===== src/rtl/fpsc_pkg.sv =====
// shared widths, register indexes and control structs for the fitch site combiner
package fpsc_pkg;

   localparam int SET_W      = 5;
   localparam int GAP_IDX    = 4;
   localparam int WEIGHT_W   = 32;
   localparam int OUT_COST_W = 48;
   localparam int CSR_IDX_W  = 2;
   localparam int CSR_DATA_W = 1;

   localparam logic [CSR_IDX_W-1:0] CSR_USE_WEIGHTS      = 2'd0;
   localparam logic [CSR_IDX_W-1:0] CSR_MERGE_GAP_RUNS   = 2'd1;
   localparam logic [CSR_IDX_W-1:0] CSR_STRIP_MIXED_GAPS = 2'd2;

   typedef struct packed {
      logic use_weights;
      logic merge_gap_runs;
      logic strip_mixed_gaps;
   } cfg_type;

   typedef struct packed {
      logic first_site;
      logic prev_node_gap;
      logic prev_left_gap;
      logic prev_right_gap;
   } hist_type;

   localparam hist_type HIST_RESET = '{first_site: 1'b1, prev_node_gap: 1'b0,
                                       prev_left_gap: 1'b0, prev_right_gap: 1'b0};

endpackage


===== src/rtl/fpsc_if.sv =====
// valid/ready channel interfaces for site words and result words
interface fpsc_req_if;
   logic                          valid;
   logic                          ready;
   logic [fpsc_pkg::SET_W-1:0]    left_set;
   logic [fpsc_pkg::SET_W-1:0]    right_set;
   logic [fpsc_pkg::WEIGHT_W-1:0] site_weight;
   logic                          last_site;

   modport source (output valid, left_set, right_set, site_weight, last_site,
                   input ready);
   modport sink (input valid, left_set, right_set, site_weight, last_site,
                 output ready);
endinterface

interface fpsc_rsp_if;
   logic                            valid;
   logic                            ready;
   logic [fpsc_pkg::SET_W-1:0]      node_set;
   logic                            mutation_counted;
   logic [fpsc_pkg::OUT_COST_W-1:0] total_cost;
   logic                            cost_final;

   modport source (output valid, node_set, mutation_counted, total_cost, cost_final,
                   input ready);
   modport sink (input valid, node_set, mutation_counted, total_cost, cost_final,
                 output ready);
endinterface


===== src/rtl/fitch_parsimony_site_combine.sv =====
// top level of the fitch parsimony site combiner: input stage, state and result stage
//
//   channel | dir | handshake     | word
//   req_ch  | in  | valid / ready | left_set, right_set, site_weight, last_site
//   rsp_ch  | out | valid / ready | node_set, mutation_counted, total_cost, cost_final
//   csr_*   | in  | write enable  | csr_index, csr_wdata (one bit)
//
// one word per cycle sustained while rsp_ch is ready; an accepted word is held in the input
// stage and then in the result stage before it shows on rsp_ch
// the evaluation between the input stage and the result stage reads and updates the
// gap history and the running cost in the same cycle, which sets the one-word-per-cycle rate
// reset clears both stage valids, the gap history and the cost; config regs reload
// a stall on rsp_ch holds the result stage and backs up into the input stage
module fitch_parsimony_site_combine #(
   parameter int COST_BITS = 48
) (
   input  logic                            clock,
   input  logic                            reset,
   fpsc_req_if.sink                        req_ch,
   fpsc_rsp_if.source                      rsp_ch,
   input  logic                            csr_we,
   input  logic [fpsc_pkg::CSR_IDX_W-1:0]  csr_index,
   input  logic [fpsc_pkg::CSR_DATA_W-1:0] csr_wdata
);
   import fpsc_pkg::*;

   cfg_type cfg;

   logic                  in_valid_ff;
   logic [SET_W-1:0]      left_ff;
   logic [SET_W-1:0]      right_ff;
   logic [WEIGHT_W-1:0]   weight_ff;
   logic                  last_ff;

   hist_type              hist_ff;
   hist_type              hist_in;
   logic [COST_BITS-1:0]  cost_ff;
   logic [COST_BITS-1:0]  cost_in;

   logic                  out_valid_ff;
   logic [SET_W-1:0]      node_ff;
   logic                  counted_ff;
   logic [OUT_COST_W-1:0] total_ff;
   logic                  final_ff;

   logic [SET_W-1:0]      node_in;
   logic                  counted_in;
   logic [OUT_COST_W-1:0] total_in;

   logic out_free;
   logic advance;
   logic req_take;

   fpsc_csr u_csr (
      .clock     (clock),
      .reset     (reset),
      .csr_we    (csr_we),
      .csr_index (csr_index),
      .csr_wdata (csr_wdata),
      .cfg       (cfg)
   );

   fpsc_site_eval #(
      .COST_BITS (COST_BITS)
   ) u_eval (
      .cfg              (cfg),
      .hist             (hist_ff),
      .cost             (cost_ff),
      .left_set         (left_ff),
      .right_set        (right_ff),
      .site_weight      (weight_ff),
      .last_site        (last_ff),
      .node_set         (node_in),
      .mutation_counted (counted_in),
      .total_cost       (total_in),
      .cost_next        (cost_in),
      .hist_next        (hist_in)
   );

   assign out_free     = !out_valid_ff || rsp_ch.ready;
   assign advance      = in_valid_ff && out_free;
   assign req_ch.ready = !in_valid_ff || advance;
   assign req_take     = req_ch.valid && req_ch.ready;

   always_ff @(posedge clock) begin
      if (reset) begin
         in_valid_ff  <= 1'b0;
         out_valid_ff <= 1'b0;
         hist_ff      <= HIST_RESET;
         cost_ff      <= '0;
      end else begin
         if (req_ch.ready) begin
            in_valid_ff <= req_ch.valid;
         end
         if (out_free) begin
            out_valid_ff <= in_valid_ff;
         end
         if (advance) begin
            hist_ff <= hist_in;
            cost_ff <= cost_in;
         end
      end
   end

   // payload stages, no reset needed
   always_ff @(posedge clock) begin
      if (req_take) begin
         left_ff   <= req_ch.left_set;
         right_ff  <= req_ch.right_set;
         weight_ff <= req_ch.site_weight;
         last_ff   <= req_ch.last_site;
      end
      if (advance) begin
         node_ff    <= node_in;
         counted_ff <= counted_in;
         total_ff   <= total_in;
         final_ff   <= last_ff;
      end
   end

   assign rsp_ch.valid            = out_valid_ff;
   assign rsp_ch.node_set         = node_ff;
   assign rsp_ch.mutation_counted = counted_ff;
   assign rsp_ch.total_cost       = total_ff;
   assign rsp_ch.cost_final       = final_ff;

endmodule


===== src/rtl/fpsc_csr.sv =====
// configuration registers of the fitch site combiner
module fpsc_csr (
   input  logic                              clock,
   input  logic                              reset,
   input  logic                              csr_we,
   input  logic [fpsc_pkg::CSR_IDX_W-1:0]    csr_index,
   input  logic [fpsc_pkg::CSR_DATA_W-1:0]   csr_wdata,
   output fpsc_pkg::cfg_type                 cfg
);
   import fpsc_pkg::*;

   cfg_type cfg_ff;
   cfg_type cfg_in;

   always_comb begin
      cfg_in = cfg_ff;
      if (csr_we) begin
         case (csr_index)
            CSR_USE_WEIGHTS:      cfg_in.use_weights      = csr_wdata[0];
            CSR_MERGE_GAP_RUNS:   cfg_in.merge_gap_runs   = csr_wdata[0];
            CSR_STRIP_MIXED_GAPS: cfg_in.strip_mixed_gaps = csr_wdata[0];
            default:              cfg_in = cfg_ff;
         endcase
      end
   end

   always_ff @(posedge clock) begin
      if (reset) begin
         cfg_ff <= '{use_weights: 1'b0, merge_gap_runs: 1'b1, strip_mixed_gaps: 1'b1};
      end else begin
         cfg_ff <= cfg_in;
      end
   end

   assign cfg = cfg_ff;

endmodule


===== src/rtl/fpsc_site_eval.sv =====
// combinational fitch step: parent set, gap rules and saturating cost add
module fpsc_site_eval #(
   parameter int COST_BITS = 48
) (
   input  fpsc_pkg::cfg_type                 cfg,
   input  fpsc_pkg::hist_type                hist,
   input  logic [COST_BITS-1:0]              cost,
   input  logic [fpsc_pkg::SET_W-1:0]        left_set,
   input  logic [fpsc_pkg::SET_W-1:0]        right_set,
   input  logic [fpsc_pkg::WEIGHT_W-1:0]     site_weight,
   input  logic                              last_site,
   output logic [fpsc_pkg::SET_W-1:0]        node_set,
   output logic                              mutation_counted,
   output logic [fpsc_pkg::OUT_COST_W-1:0]   total_cost,
   output logic [COST_BITS-1:0]              cost_next,
   output fpsc_pkg::hist_type                hist_next
);
   import fpsc_pkg::*;

   localparam int SUM_W  = ((COST_BITS > WEIGHT_W) ? COST_BITS : WEIGHT_W) + 1;
   localparam int WIDE_W = (COST_BITS > OUT_COST_W) ? COST_BITS : OUT_COST_W;

   logic                 lg;
   logic                 rg;
   logic                 disjoint;
   logic [SET_W-1:0]     raw_set;
   logic                 skip;
   logic                 strip;
   logic [WEIGHT_W-1:0]  addend;
   logic [SUM_W-1:0]     sum;
   logic [COST_BITS-1:0] sat_sum;
   logic [COST_BITS-1:0] cost_now;
   logic [WIDE_W-1:0]    cost_wide;

   always_comb begin
      lg       = left_set[GAP_IDX];
      rg       = right_set[GAP_IDX];
      disjoint = ((left_set & right_set) == '0);
      raw_set  = disjoint ? (left_set | right_set) : (left_set & right_set);

      // gap carried on from the previous column in the same child
      skip = disjoint && cfg.merge_gap_runs && raw_set[GAP_IDX] && !hist.first_site &&
             hist.prev_node_gap &&
             ((lg && hist.prev_left_gap) || (rg && hist.prev_right_gap)) &&
             !(hist.prev_left_gap && hist.prev_right_gap);
      mutation_counted = disjoint && !skip;

      strip = !skip && cfg.strip_mixed_gaps && raw_set[GAP_IDX] &&
              (raw_set[GAP_IDX-1:0] != '0);
      node_set = strip ? {1'b0, raw_set[GAP_IDX-1:0]} : raw_set;

      addend  = cfg.use_weights ? site_weight : WEIGHT_W'(1);
      sum     = SUM_W'(cost) + SUM_W'(addend);
      // saturate when anything lands above the cost width
      sat_sum = (|sum[SUM_W-1:COST_BITS]) ? '1 : sum[COST_BITS-1:0];

      cost_now   = mutation_counted ? sat_sum : cost;
      cost_wide  = WIDE_W'(cost_now);
      total_cost = cost_wide[OUT_COST_W-1:0];
      cost_next  = last_site ? '0 : cost_now;

      hist_next.first_site     = last_site;
      hist_next.prev_node_gap  = node_set[GAP_IDX];
      hist_next.prev_left_gap  = lg;
      hist_next.prev_right_gap = rg;
   end

endmodule


===== src/flat_wrapper.sv =====
// flat-port wrapper written by rule: the top's interface ports become plain ports
module fitch_parsimony_site_combine_flat import fpsc_pkg::*;
#(
   parameter int COST_BITS = 48
)
  (clock, reset, csr_we, csr_index, csr_wdata, req_ch_valid, req_ch_left_set, req_ch_right_set, req_ch_site_weight, req_ch_last_site, req_ch_ready, rsp_ch_valid, rsp_ch_node_set, rsp_ch_mutation_counted, rsp_ch_total_cost, rsp_ch_cost_final, rsp_ch_ready);
  fpsc_req_if req_ch_i ();
  fpsc_rsp_if rsp_ch_i ();
  input  logic clock;
  input  logic reset;
  input  logic csr_we;
  input  logic [fpsc_pkg::CSR_IDX_W-1:0] csr_index;
  input  logic [fpsc_pkg::CSR_DATA_W-1:0] csr_wdata;
  input wire logic [$bits(req_ch_i.valid)-1:0] req_ch_valid;
  input wire logic [$bits(req_ch_i.left_set)-1:0] req_ch_left_set;
  input wire logic [$bits(req_ch_i.right_set)-1:0] req_ch_right_set;
  input wire logic [$bits(req_ch_i.site_weight)-1:0] req_ch_site_weight;
  input wire logic [$bits(req_ch_i.last_site)-1:0] req_ch_last_site;
  output wire logic [$bits(req_ch_i.ready)-1:0] req_ch_ready;
  output wire logic [$bits(rsp_ch_i.valid)-1:0] rsp_ch_valid;
  output wire logic [$bits(rsp_ch_i.node_set)-1:0] rsp_ch_node_set;
  output wire logic [$bits(rsp_ch_i.mutation_counted)-1:0] rsp_ch_mutation_counted;
  output wire logic [$bits(rsp_ch_i.total_cost)-1:0] rsp_ch_total_cost;
  output wire logic [$bits(rsp_ch_i.cost_final)-1:0] rsp_ch_cost_final;
  input wire logic [$bits(rsp_ch_i.ready)-1:0] rsp_ch_ready;
  assign req_ch_i.valid = req_ch_valid;
  assign req_ch_i.left_set = req_ch_left_set;
  assign req_ch_i.right_set = req_ch_right_set;
  assign req_ch_i.site_weight = req_ch_site_weight;
  assign req_ch_i.last_site = req_ch_last_site;
  assign req_ch_ready = req_ch_i.ready;
  assign rsp_ch_valid = rsp_ch_i.valid;
  assign rsp_ch_node_set = rsp_ch_i.node_set;
  assign rsp_ch_mutation_counted = rsp_ch_i.mutation_counted;
  assign rsp_ch_total_cost = rsp_ch_i.total_cost;
  assign rsp_ch_cost_final = rsp_ch_i.cost_final;
  assign rsp_ch_i.ready = rsp_ch_ready;
  fitch_parsimony_site_combine #(.COST_BITS(COST_BITS)) u_core (.clock(clock), .reset(reset), .req_ch(req_ch_i), .rsp_ch(rsp_ch_i), .csr_we(csr_we), .csr_index(csr_index), .csr_wdata(csr_wdata));
endmodule

===== config.mk =====
export PLATFORM = sky130hd
export DESIGN_NAME = fitch_parsimony_site_combine_flat
export DESIGN_NICKNAME = d
export VERILOG_FILES = /design/src/rtl/fpsc_pkg.sv /design/src/rtl/fpsc_if.sv /design/src/rtl/fitch_parsimony_site_combine.sv /design/src/rtl/fpsc_csr.sv /design/src/rtl/fpsc_site_eval.sv /design/src/flat_wrapper.sv
export SDC_FILE = /design/constraint.sdc
export NUM_CORES = 1
export LEC_CHECK = 0
export BUFFER_PORTS_ARGS = -buffer_cell sky130_fd_sc_hd__buf_2
export CAP_MARGIN = 20
export CORE_MARGIN = 5
export CORE_UTILIZATION = 25
export CTS_CLUSTER_DIAMETER = 40
export DETAILED_ROUTE_END_ITERATION = 6
export PLACE_DENSITY_LB_ADDON = 0.2
export SYNTH_ARGS = -nofsm -noshare
export SYNTH_HDL_FRONTEND = slang
export SYNTH_SLANG_ARGS = --single-unit

===== constraint.sdc =====
create_clock -name clock -period 4.15 [get_ports clock]
set_input_delay 0.6225 -clock clock [delete_from_list [all_inputs] [get_ports clock]]
set_output_delay 0.6225 -clock clock [all_outputs]
set_load 0.05 [all_outputs]

### Yosys cells after proc, flatten, opt, wreduce, memory -nomap -nowiden

Index checks and enable logic that the tools add are counted.

* flip-flop bits (word level): 155
* input bits: 51
* output and inout bits: 57
* word-level logic and storage cells: 58

* add/sub/neg operators: 1
* equality and inequality tests: 2
* mux-type cells: 6
* bitwise operators: 2
* reductions and logical operators: 29

Operators with widths (count)
* 2-to-1 mux 48 bit: 3
* adder 48 x 32 -> 49 bit: 1
* 2-to-1 mux 32 bit: 1
* logical AND 1 bit: 15
* 2-to-1 mux 5 bit: 2
* AND reduction 2 bit: 3
* AND 5 bit: 1
* zero test 1 bit: 5
* zero test 5 bit: 1
* OR 5 bit: 1
* nonzero test 4 bit: 1
* logical OR 1 bit: 3
* equality test 2 x 1 -> 1 bit, second input constant: 1
* equality test 2 bit, second input constant: 1
* zero test 2 bit: 1

### Logic depth before layout (Yosys ltp)

Gate-level depths: netlist of the first run.

* word-level depth: 13
* mapped depth: 13
* mapped depth without buffers: 11

### Hierarchy

A second synthesis of the first run with hierarchy kept.

* cell total of the unflattened synthesis: 849
* area, all modules: 8984.9 µm²

By module, submodules not included
* fitch_parsimony_site_combine: instances 1, cells each 333, area each 5408.9 µm², seq. area each 4023.9 µm²
* fpsc_site_eval: instances 1, cells each 502, area each 3434.5 µm², seq. area each 0.0 µm²
* fpsc_csr: instances 1, cells each 14, area each 141.4 µm², seq. area each 60.1 µm²

### Least setup slack after synthesis of the first run

Ideal clock, no wire load.

* path kind: flip-flop to flip-flop
* start point: reg u_core.out_valid_ff (netlist: u_core.rsp_ch.valid)
* end point: reg u_core.cost_ff[45]
* library setup time: 0.084 ns
* data arrival time: 3.298 ns
* data required time: 4.066 ns
* path slack: 0.769 ns
* cell stages (with the launch flop): 8
* buffers on the path: 2
* period minus slack after synthesis: 3.381 ns
* path through: dfxtp_1 > nor2b_1 > nand2b_1 > clkbuf_1 > inv_1 > clkbuf_1 > a31oi_1 > a211oi_2

* cells in the longest elaborated chain, start to end: 3

Ends and longest elaborated chain
* start: declaration: line fitch_parsimony_site_combine.sv:40 `logic out_valid_ff;`
* start signal: assignment: line fitch_parsimony_site_combine.sv:96 `out_valid_ff <= in_valid_ff;`
* zero test 1 bit: line fitch_parsimony_site_combine.sv:80 `assign out_free = !out_valid_ff || rsp_ch.ready;`
* logical OR 1 bit: line fitch_parsimony_site_combine.sv:80
* logical AND 1 bit: line fitch_parsimony_site_combine.sv:81 `assign advance = in_valid_ff && out_free;`
* net u_core.advance: line fitch_parsimony_site_combine.sv:51 `logic advance;`
* end signal: assignment: line fitch_parsimony_site_combine.sv:100 `cost_ff <= cost_in;`
* end: declaration: line fitch_parsimony_site_combine.sv:37 `logic [COST_BITS-1:0] cost_ff;`

The timed path passes the listed nets, and every way through them passes these cells.
A chain may end at the register's enable or synchronous reset.

### Worst setup path in the final report of the first run

* start point: reg u_core.weight_ff[0]
* end point: reg u_core.cost_ff[15]

* cells in the longest elaborated chain, start to end: 5

Ends and longest elaborated chain
* start: declaration: line fitch_parsimony_site_combine.sv:32 `logic [WEIGHT_W-1:0] weight_ff;`
* start signal: assignment: line fitch_parsimony_site_combine.sv:110 `weight_ff <= req_ch.site_weight;`
* 2-to-1 mux 32 bit: line fpsc_site_eval.sv:52 `addend = cfg.use_weights ? site_weight : WEIGHT_W'(1);`
* adder 48 x 32 -> 49 bit: line fpsc_site_eval.sv:53 `sum = SUM_W'(cost) + SUM_W'(addend);`
* 2-to-1 mux 48 bit: line fpsc_site_eval.sv:55 `sat_sum = (|sum[SUM_W-1:COST_BITS]) ? '1 : sum[COST_BITS-1:0];`
* 2-to-1 mux 48 bit: line fpsc_site_eval.sv:57 `cost_now = mutation_counted ? sat_sum : cost;`
* net u_core.total_in[15]: line fitch_parsimony_site_combine.sv:48 `logic [OUT_COST_W-1:0] total_in;`
* 2-to-1 mux 48 bit: line fpsc_site_eval.sv:60 `cost_next = last_site ? '0 : cost_now;`

The timed path passes the listed nets, and every way through them passes these cells.

==> run summary, run 1 <==
Largest cells by area after synthesis: edfxtp_1, dfxtp_1, ha_1
Placer congestion estimate: 0.842
GR Overflow Total: 0
Largest net degree at the start of global routing: 35
Hold Path Class: in -> reg
Worst EP required: 4470 ps
Initial Util: 25.3%
Htree depth: 4
Top FF cell, synth: edfxtp_1
Reg2reg path depth: 11
Clock root buffer: clkbuf_16
Most common cell in the netlist: edfxtp_1
TritonCTS Buffers: 17
R2R setup slack: 730 ps
Worst Skew: 9.63 ps
Worst Setup End Kind: flop
Global-route wire length before repair: 36200 microns
# DRC: 0
CTS hold repair buffers: 0
Total Wirelength: 23300 microns
HPWL after detailed placement: 17000 microns
R2R Path End: u_core.cost_ff[15]
Fill cells: 3449
Worst Tran Pin Value: 753 ps
Site Rows: 66
Port Buffer Count: 107
Final count of hold timing violations: 0
Status: complete, no violations
Seq cells post-synth: 155
Die area: 36700 sq um
Die Span Y: 191 microns
Post-Syn Nets: 861
Sequential Area: 4080 sq um
Fin crit share: 82.3%
Critical path class: reg -> reg
CP max FO: 9
VDD IR max: 0.268 mV
Peak Freq: 293 MHz
Unrepaired setup endpoints after global routing: no
Commonest cells post-synth: edfxtp_1, nor2_1, a21oi_1, dfxtp_1, nand2_1
Post-synth ARST share: 0%
Vias in the first global route: 6315
Synth top area share: 35.8%
Critical Path Sink: u_core.cost_ff[15]
Arrival @ worst endpoint: 3740 ps
WL/cell: 17.5 microns
Yosys cell types: 77
Area growth from synthesis to layout: 18.9%
Setup WS pre-CTS: 726 ps
Design Power: 3.63 mW
DR pass1 iterations: 4
Post-DRT Antenna Nets: 0
Resize count post-CTS: 0
Pwr per Cell Area: 371 nW/um^2
Cells after Synth: 777
Share of cells above drive strength 1: 22.5%
Worst R2R Start: u_core.weight_ff[0]
Synth Cell Area: 8230 sq um
Die X: 191 microns
Setup violations, final: 0
DR vias/cell: 4.72
Slew HR: 49.8%
Area of the multi-input gates: 3910 sq um
Worst-skew pair later-pin latency: 430 ps
Post-synth EDFFs: 98
Ports: 108
Core Area: 32500 sq um
Worst-path clk slew: 60 ps
Worst setup SP type: flop
Initial antenna violation count: 2
Final worst setup slack: 734 ps
Clk buf depth: 2
P_leak: 3.82 nW
Tot GR Track Use: 12.8%
Syn Area/Cell: 10.6 sq um
CTS tree: done
Max-cap viol count: 0
Ys Warns: 0
Ant. Diodes: 0
Vias post-DR: 6274
Largest area contributor in the netlist: edfxtp_1
Slew Limit Fails: 0
Iteration-0 DRC Markers: 298
Post-synthesis sequential area ratio: 49.6%
Clock sink count: 155
Tmin final: 3420 ps
Nets: 958
Setup TNS Final: 0 ps
Worst setup path startpoint: u_core.weight_ff[0]
Final hold slack: 360 ps
Post-CTS Setup Inserts: 0
-- worst min-delay path by stage --
stage,startpoint,endpoint,depth (start not counted)
2_1_floorplan,u_core.hist_ff[3],u_core.hist_ff[3],2
5_1_grt,req_ch_left_set[2],u_core.left_ff[2],1
3_5_place_dp,u_core.hist_ff[3],u_core.hist_ff[3],2
6_report,req_ch_left_set[2],u_core.left_ff[2],1
4_1_cts,req_ch_site_weight[3],u_core.weight_ff[3],1
3_3_place_gp,u_core.hist_ff[3],u_core.hist_ff[3],2
-- registers in the layout, summed over array words and instances, names as in the netlist --
| signal | cells |
|---|---|
| u_core.u_csr.cfg | 3 |
| u_core.in_valid_ff | 1 |
| u_core.right_ff | 5 |
| u_core.rsp_ch.total_cost | 48 |
| u_core.weight_ff | 32 |
| u_core.rsp_ch.mutation_counted | 1 |
| u_core.hist_ff | 4 |
| u_core.rsp_ch.cost_final | 1 |
| u_core.rsp_ch.valid | 1 |
| u_core.cost_ff | 48 |
| u_core.left_ff | 5 |
| u_core.last_ff | 1 |
| u_core.rsp_ch.node_set | 5 |
-- critical path, cell delays in order, from the launching register on --
cell and delay (ps):
edfxtp_1 360, nand2b_1 150, ha_1 220, fa_1 430, a211oi_1 330, o211ai_1 160, a21oi_2 390, o31ai_4 160
a21oi_2 230, and2_1 510, a21oi_2 120, a22o_1 230
-- power by group --
part / total, mW / switching (mW) / leakage, nW / internal [mW]
registers: 1.75 / 0.0333 / 1.39 / 1.72
logic: 0.389 / 0.280 / 2.17 / 0.108
clock network: 1.49 / 0.653 / 0.264 / 0.835
total: 3.63 / 0.966 / 3.82 / 2.66
-- cells by family after synthesis --
kind of cell | after synthesis | synth area share, %
AND/OR/NAND/NOR | 250 | 16.2
AO/OA/AOI/OAI | 238 | 20.9
flip-flops | 155 | 49.6
adder cells (fa/ha/maj) | 37 | 5.59
buffers and inverters | 54 | 2.98
XOR/XNOR | 34 | 3.62
multiplexers | 9 | 1.14
-- cell usage in the layout (no fill, tap or decap), drive strengths merged, types with 4 or more instances in the layout --
master	instances
a211oi	10
a21o	18
a21oi	71
a22o	23
a31o	4
a31oi	30
and2	36
and3	9
and4	12
buf	123
clkbuf	23
clkinv	6
dfxtp	57
edfxtp	98
ha	32
inv	9
maj3	4
mux2i	6
nand2	49
nand2b	8
nand3	19
nand3b	4
nand4	14
nor2	73
nor3	9
nor4	4
o211ai	5
o21a	5
o21ai	27
o21bai	5
o221a	5
o22a	9
or2	4
xnor2	20
xor2	14
-- per-layer routing --
metal / wire length, microns / GRT usage (%)
met3: 883 / 2.68
met4: 421 / 4.23
met5: 40 / 0
met1: 11800 / 18.2
met2: 10100 / 19.3
-- metrics by stage --
step,area [sq um],util (%),std cells
3_3_place_gp,9240,28.4,1297
6_report,9790,30.1,1329
2_1_floorplan,8230,-,777
5_1_grt,9790,30.1,1329
4_1_cts,9790,30.1,1329
3_5_place_dp,9240,28.4,1297
-- cell type report --
class,instances,share of cell area (%)
sequential,155,41.7
multi-input combinational,568,39.9
timing repair buffer,123,6.70
tap,442,5.65
clock buffer,23,5.01
clock inverter,9,0.626
inverter,9,0.345
No activity file was read; power rests on OpenSTA's default activity.
==> run 2: changes to the inputs <==
clock period = 3.2 ns   (was 4.15 ns; I/O delays follow)
==> run 2 against run 1 <==
  * Register-to-register slack got worse by 590 ps
  * Routed wire length grew 1.8%
  * Highest routed layer unchanged
  * Critical path type unchanged
  * Clock power increased by 32%
  * Sequential cell count is the same
==> run summary, run 2 (synthesis results as in run 1) <==
Status: complete, no violations
Final hold slack: 219 ps
# DRC: 0
Clk buf depth: 2
Port Buffer Count: 107
Unrepaired setup endpoints after global routing: yes
Worst setup path startpoint: u_core.u_csr.cfg[2]
Worst-skew pair later-pin latency: 430 ps
Tmin final: 3060 ps
Site Rows: 66
Post-DRT Antenna Nets: 0
Max-cap viol count: 0
Ant. Diodes: 0
Vias in the first global route: 6535
Worst Tran Pin Value: 584 ps
Nets: 1009
Clock root buffer: clkbuf_16
Setup TNS Final: 0 ps
Peak Freq: 327 MHz
Critical path class: reg -> reg
Die X: 191 microns
Final worst setup slack: 144 ps
Iteration-0 DRC Markers: 319
Worst path cell trace: buf_12 > and2_4 > ha_4 > buf_4 > nand4_1 > o21bai_2 > o211ai_1 > and4_1 > o31a_1 > o21ai_0 > xnor2_1 > a31oi_1
Die Span Y: 191 microns
Slew HR: 61.0%
Area of the multi-input gates: 4150 sq um
Initial Util: 25.3%
Sequential Area: 4090 sq um
CP max-delay cell: dfxtp_4
Worst R2R Start: u_core.u_csr.cfg[2]
WL/cell: 17.2 microns
Setup WS pre-CTS: -117 ps
Area growth from synthesis to layout: 27.5%
Tot GR Track Use: 12.9%
CTS tree: done
Total Wirelength: 23700 microns
Ports: 108
Clock sink count: 155
Fill cells: 3396
Arrival @ worst endpoint: 3190 ps
Pwr per Cell Area: 456 nW/um^2
Setup violations, final: 0
WP buf/inv: 2
TritonCTS Buffers: 17
Util after Layout: 32.2%
Worst Skew: 12.4 ps
CTS hold repair buffers: 0
Vias post-DR: 6411
Slew Limit Fails: 0
P_leak: 4.08 nW
Global-route wire length before repair: 36800 microns
Hold_sp: req_ch_site_weight[5]
Placer congestion estimate: 0.880
Final count of hold timing violations: 0
CP delay by family, top: compound AO/OA/AOI/OAI gates
Fin crit share: 95.5%
DR vias/cell: 4.65
Die area: 36700 sq um
Worst setup SP type: flop
Most frequent cells in the layout: buf_2, edfxtp_1, nor2_1
Hold Path Class: in -> reg
VDD IR max: 0.319 mV
Initial antenna violation count: 2
Largest stage delay, worst path: 370 ps
DR pass1 iterations: 4
Htree depth: 4
Largest net degree at the start of global routing: 43
Design Power: 4.78 mW
Commonest non-fill, non-tap cell in the layout: buf_2
HPWL after detailed placement: 17200 microns
Worst-path clk slew: 70 ps
GR Overflow Total: 0
Worst Setup End Kind: flop
Share of cells above drive strength 1: 30.8%
CP max FO: 22
Core Area: 32500 sq um
Worst EP required: 3330 ps
==> run 2: cell types whose count changed in the layout (fill, tap and decap cells not counted), moves of 4 or more <==
cell,before,now
clkbuf_1,4,0
buf_12,0,4
inv_6,0,6
and2_4,0,4
and2_1,35,31
ha_1,32,19
buf_4,16,60
ha_4,0,10
==> run 2: metrics by stage <==
step	std cells	instance area, sq um
after CTS	1372	10200
after detailed placement	1337	9570
after global placement	1337	9570
after global routing	1380	10500
after floorplan	777	8230
final	1380	10500
==> run 2: final cells by class <==
cell class,instances,area share [%]
multi-input cells,568,39.6
flip-flops and latches,155,39.0
repair buffers,174,10.5
well taps,442,5.27
clock buffers,17,4.05
clock inverters,15,1.31
inverters,9,0.322
==> run 2: report_power, final <==
| group | total (mW) | switching, mW | internal (mW) |
|---|---|---|---|
| Clock | 1.97 | 0.888 | 1.08 |
| Combinational | 0.543 | 0.373 | 0.170 |
| Sequential | 2.27 | 0.0441 | 2.23 |
==> run 2: layer usage <==
layer | global-route usage (%) | up-vias | share of wire (%)
li1 | - | 3231 | -
met1 | 18.1 | 3046 | 50
met2 | 19.9 | 108 | 45
met3 | 2.65 | 22 | 3.3
met4 | 4.01 | 4 | 1.8
met5 | 0 | - | 0.089
==> run 2: final timing paths <==
| kind | slack, ps | endpoint | cells after the start |
|---|---|---|---|
| max | 140 | u_core.rsp_ch.total_cost[19] | 12 |
| min | 220 | u_core.weight_ff[5] | 1 |
| max reg2reg | 140 | u_core.rsp_ch.total_cost[19] | 12 |
| min reg2reg | 450 | u_core.hist_ff[3] | 2 |
==> run 2: timing repair <==
| item | in CTS | in global routing |
|---|---|---|
| hold endpoints to repair | 0 | 0 |
| pin swaps | 2 | 16 |
| setup endpoints to repair | 16 | 77 |
| gates resized for setup | 8 | 43 |
| buffers inserted | 3 | 8 |
==> run 3: changes to the inputs <==
CORE_UTILIZATION = 28   (was 25)
==> run 3 against run 2 <==
  * Core utilization rose by 3.5 points
  * Global-route usage rose by 0.64 points
  * Die area decreased by 10%
  * First-iteration DRC count up 13%
  * Highest routed layer unchanged
  * Sequential share of layout area up 0.66 points
==> run summary, run 3 (synthesis results as in run 1) <==
Util after Layout: 35.7%
Design Power: 4.86 mW
VDD IR max: 0.341 mV
Worst Tran Pin Value: 806 ps
Largest net degree at the start of global routing: 45
Initial Util: 28.5%
DR vias/cell: 4.91
Share of cells above drive strength 1: 28.8%
Setup violations, final: 0
Area growth from synthesis to layout: 25.2%
Peak Freq: 324 MHz
Finished Layout Cells: 1324
Ant. Diodes: 0
Met1 Resource Use GR: 19.3%
Worst Setup End Kind: flop
Iteration-0 DRC Markers: 361
Placer congestion estimate: 0.872
Busiest metal layer after global routing: met2
Ports: 108
Arrival @ worst endpoint: 3260 ps
Htree depth: 4
# DRC: 0
Tmin final: 3080 ps
P_leak: 4.10 nW
Die Span Y: 181 microns
Total Wirelength: 22700 microns
DR pass1 iterations: 5
Slew HR: 46.0%
CP max FO: 27
Final hold slack: 215 ps
TritonCTS Buffers: 17
Most frequent cells in the layout: buf_2, edfxtp_1, nor2_1
Worst-path clk slew: 70 ps
Fill cells: 2958
Tot GR Track Use: 13.5%
HPWL after detailed placement: 16400 microns
Max-cap viol count: 0
Placed Cells: 1286
Die X: 181 microns
Clock root buffer: clkbuf_16
WP buf/inv: 1
Core Area: 28900 sq um
GR Overflow Total: 0
Nets: 1011
Site Rows: 62
Routing usage on met2: 20.7%
Die area: 32900 sq um
Clk buf depth: 2
Pwr per Cell Area: 472 nW/um^2
WL/cell: 17.1 microns
Worst Skew: 18.1 ps
Sequential Area: 4090 sq um
Commonest non-fill, non-tap cell in the layout: buf_2
Clock sink count: 155
Port Buffer Count: 107
Worst EP required: 3370 ps
Critical path class: reg -> reg
CP max-delay cell: ha_1
Fin crit share: 96.3%
Largest stage delay, worst path: 410 ps
Slew Limit Fails: 0
Unrepaired setup endpoints after global routing: yes
Final count of hold timing violations: 0
Met3 Usage GRT: 2.94%
Status: complete, no violations
Vias post-DR: 6498
CP delay by family, top: compound AO/OA/AOI/OAI gates
Initial antenna violation count: 1
Global-route wire length before repair: 35500 microns
Vias in the first global route: 6302
Area of the multi-input gates: 4020 sq um
CTS tree: done
Post-DRT Antenna Nets: 0
Worst path cell trace: buf_12 > and2_1 > ha_1 > nand4_1 > o21bai_1 > o2111ai_2 > a31oi_2 > o211ai_4 > a21oi_4 > nand3_1 > mux2_1
Hold Path Class: in -> reg
Worst-skew pair later-pin latency: 440 ps
Worst setup SP type: flop
run 3: through the flow:
stage / worst slack (ps) / cell area, sq um / setup TNS, ps
after CTS: -3.88 / 10200 / -3.88
after detailed placement: -63.0 / 9550 / -104
after global placement: -14.1 / 9550 / -14.1
after floorplan: 188 / 8230 / 0
final: 118 / 10300 / 0
after global routing: -4.31 / 10300 / -4.31
run 3: worst paths after layout:
kind,start,end,slack (ps),cells past startpoint
max,u_core.u_csr.cfg[2],u_core.rsp_ch.total_cost[47],120,11
min,req_ch_site_weight[8],u_core.weight_ff[8],220,1
max reg2reg,u_core.u_csr.cfg[2],u_core.rsp_ch.total_cost[47],120,11
min reg2reg,u_core.hist_ff[3],u_core.hist_ff[3],450,2
run 3: cell type report:
class	instances	share of cell area (%)
clock buffer	19	4.61
clock inverter	13	1.21
inverter	9	0.328
multi-input combinational	568	39.0
sequential	155	39.6
tap	384	4.66
timing repair buffer	176	10.6
run 3: what timing repair did:
item / CTS / global route
pin swaps: 1 / 10
endpoints found under the setup margin: 7 / 59
gates resized for setup: 4 / 15
hold buffers: 0 / 0
gates cloned: 0 / 0
buffers inserted: 2 / 4
run 3: routing by layer:
metal	vias up	routed length [microns]	part of all wire [%]
li1	3238	-	-
met1	3108	11500	51
met3	22	890	3.9
met5	-	13	0.057
met2	128	10000	44
met4	2	282	1.2
run 3: where the power goes:
group / switching [mW] / total [mW] / internal [mW]
combinational: 0.368 / 0.533 / 0.165
clock: 0.884 / 2.06 / 1.18
sequential: 0.0405 / 2.27 / 2.23
total: 1.29 / 4.86 / 3.57
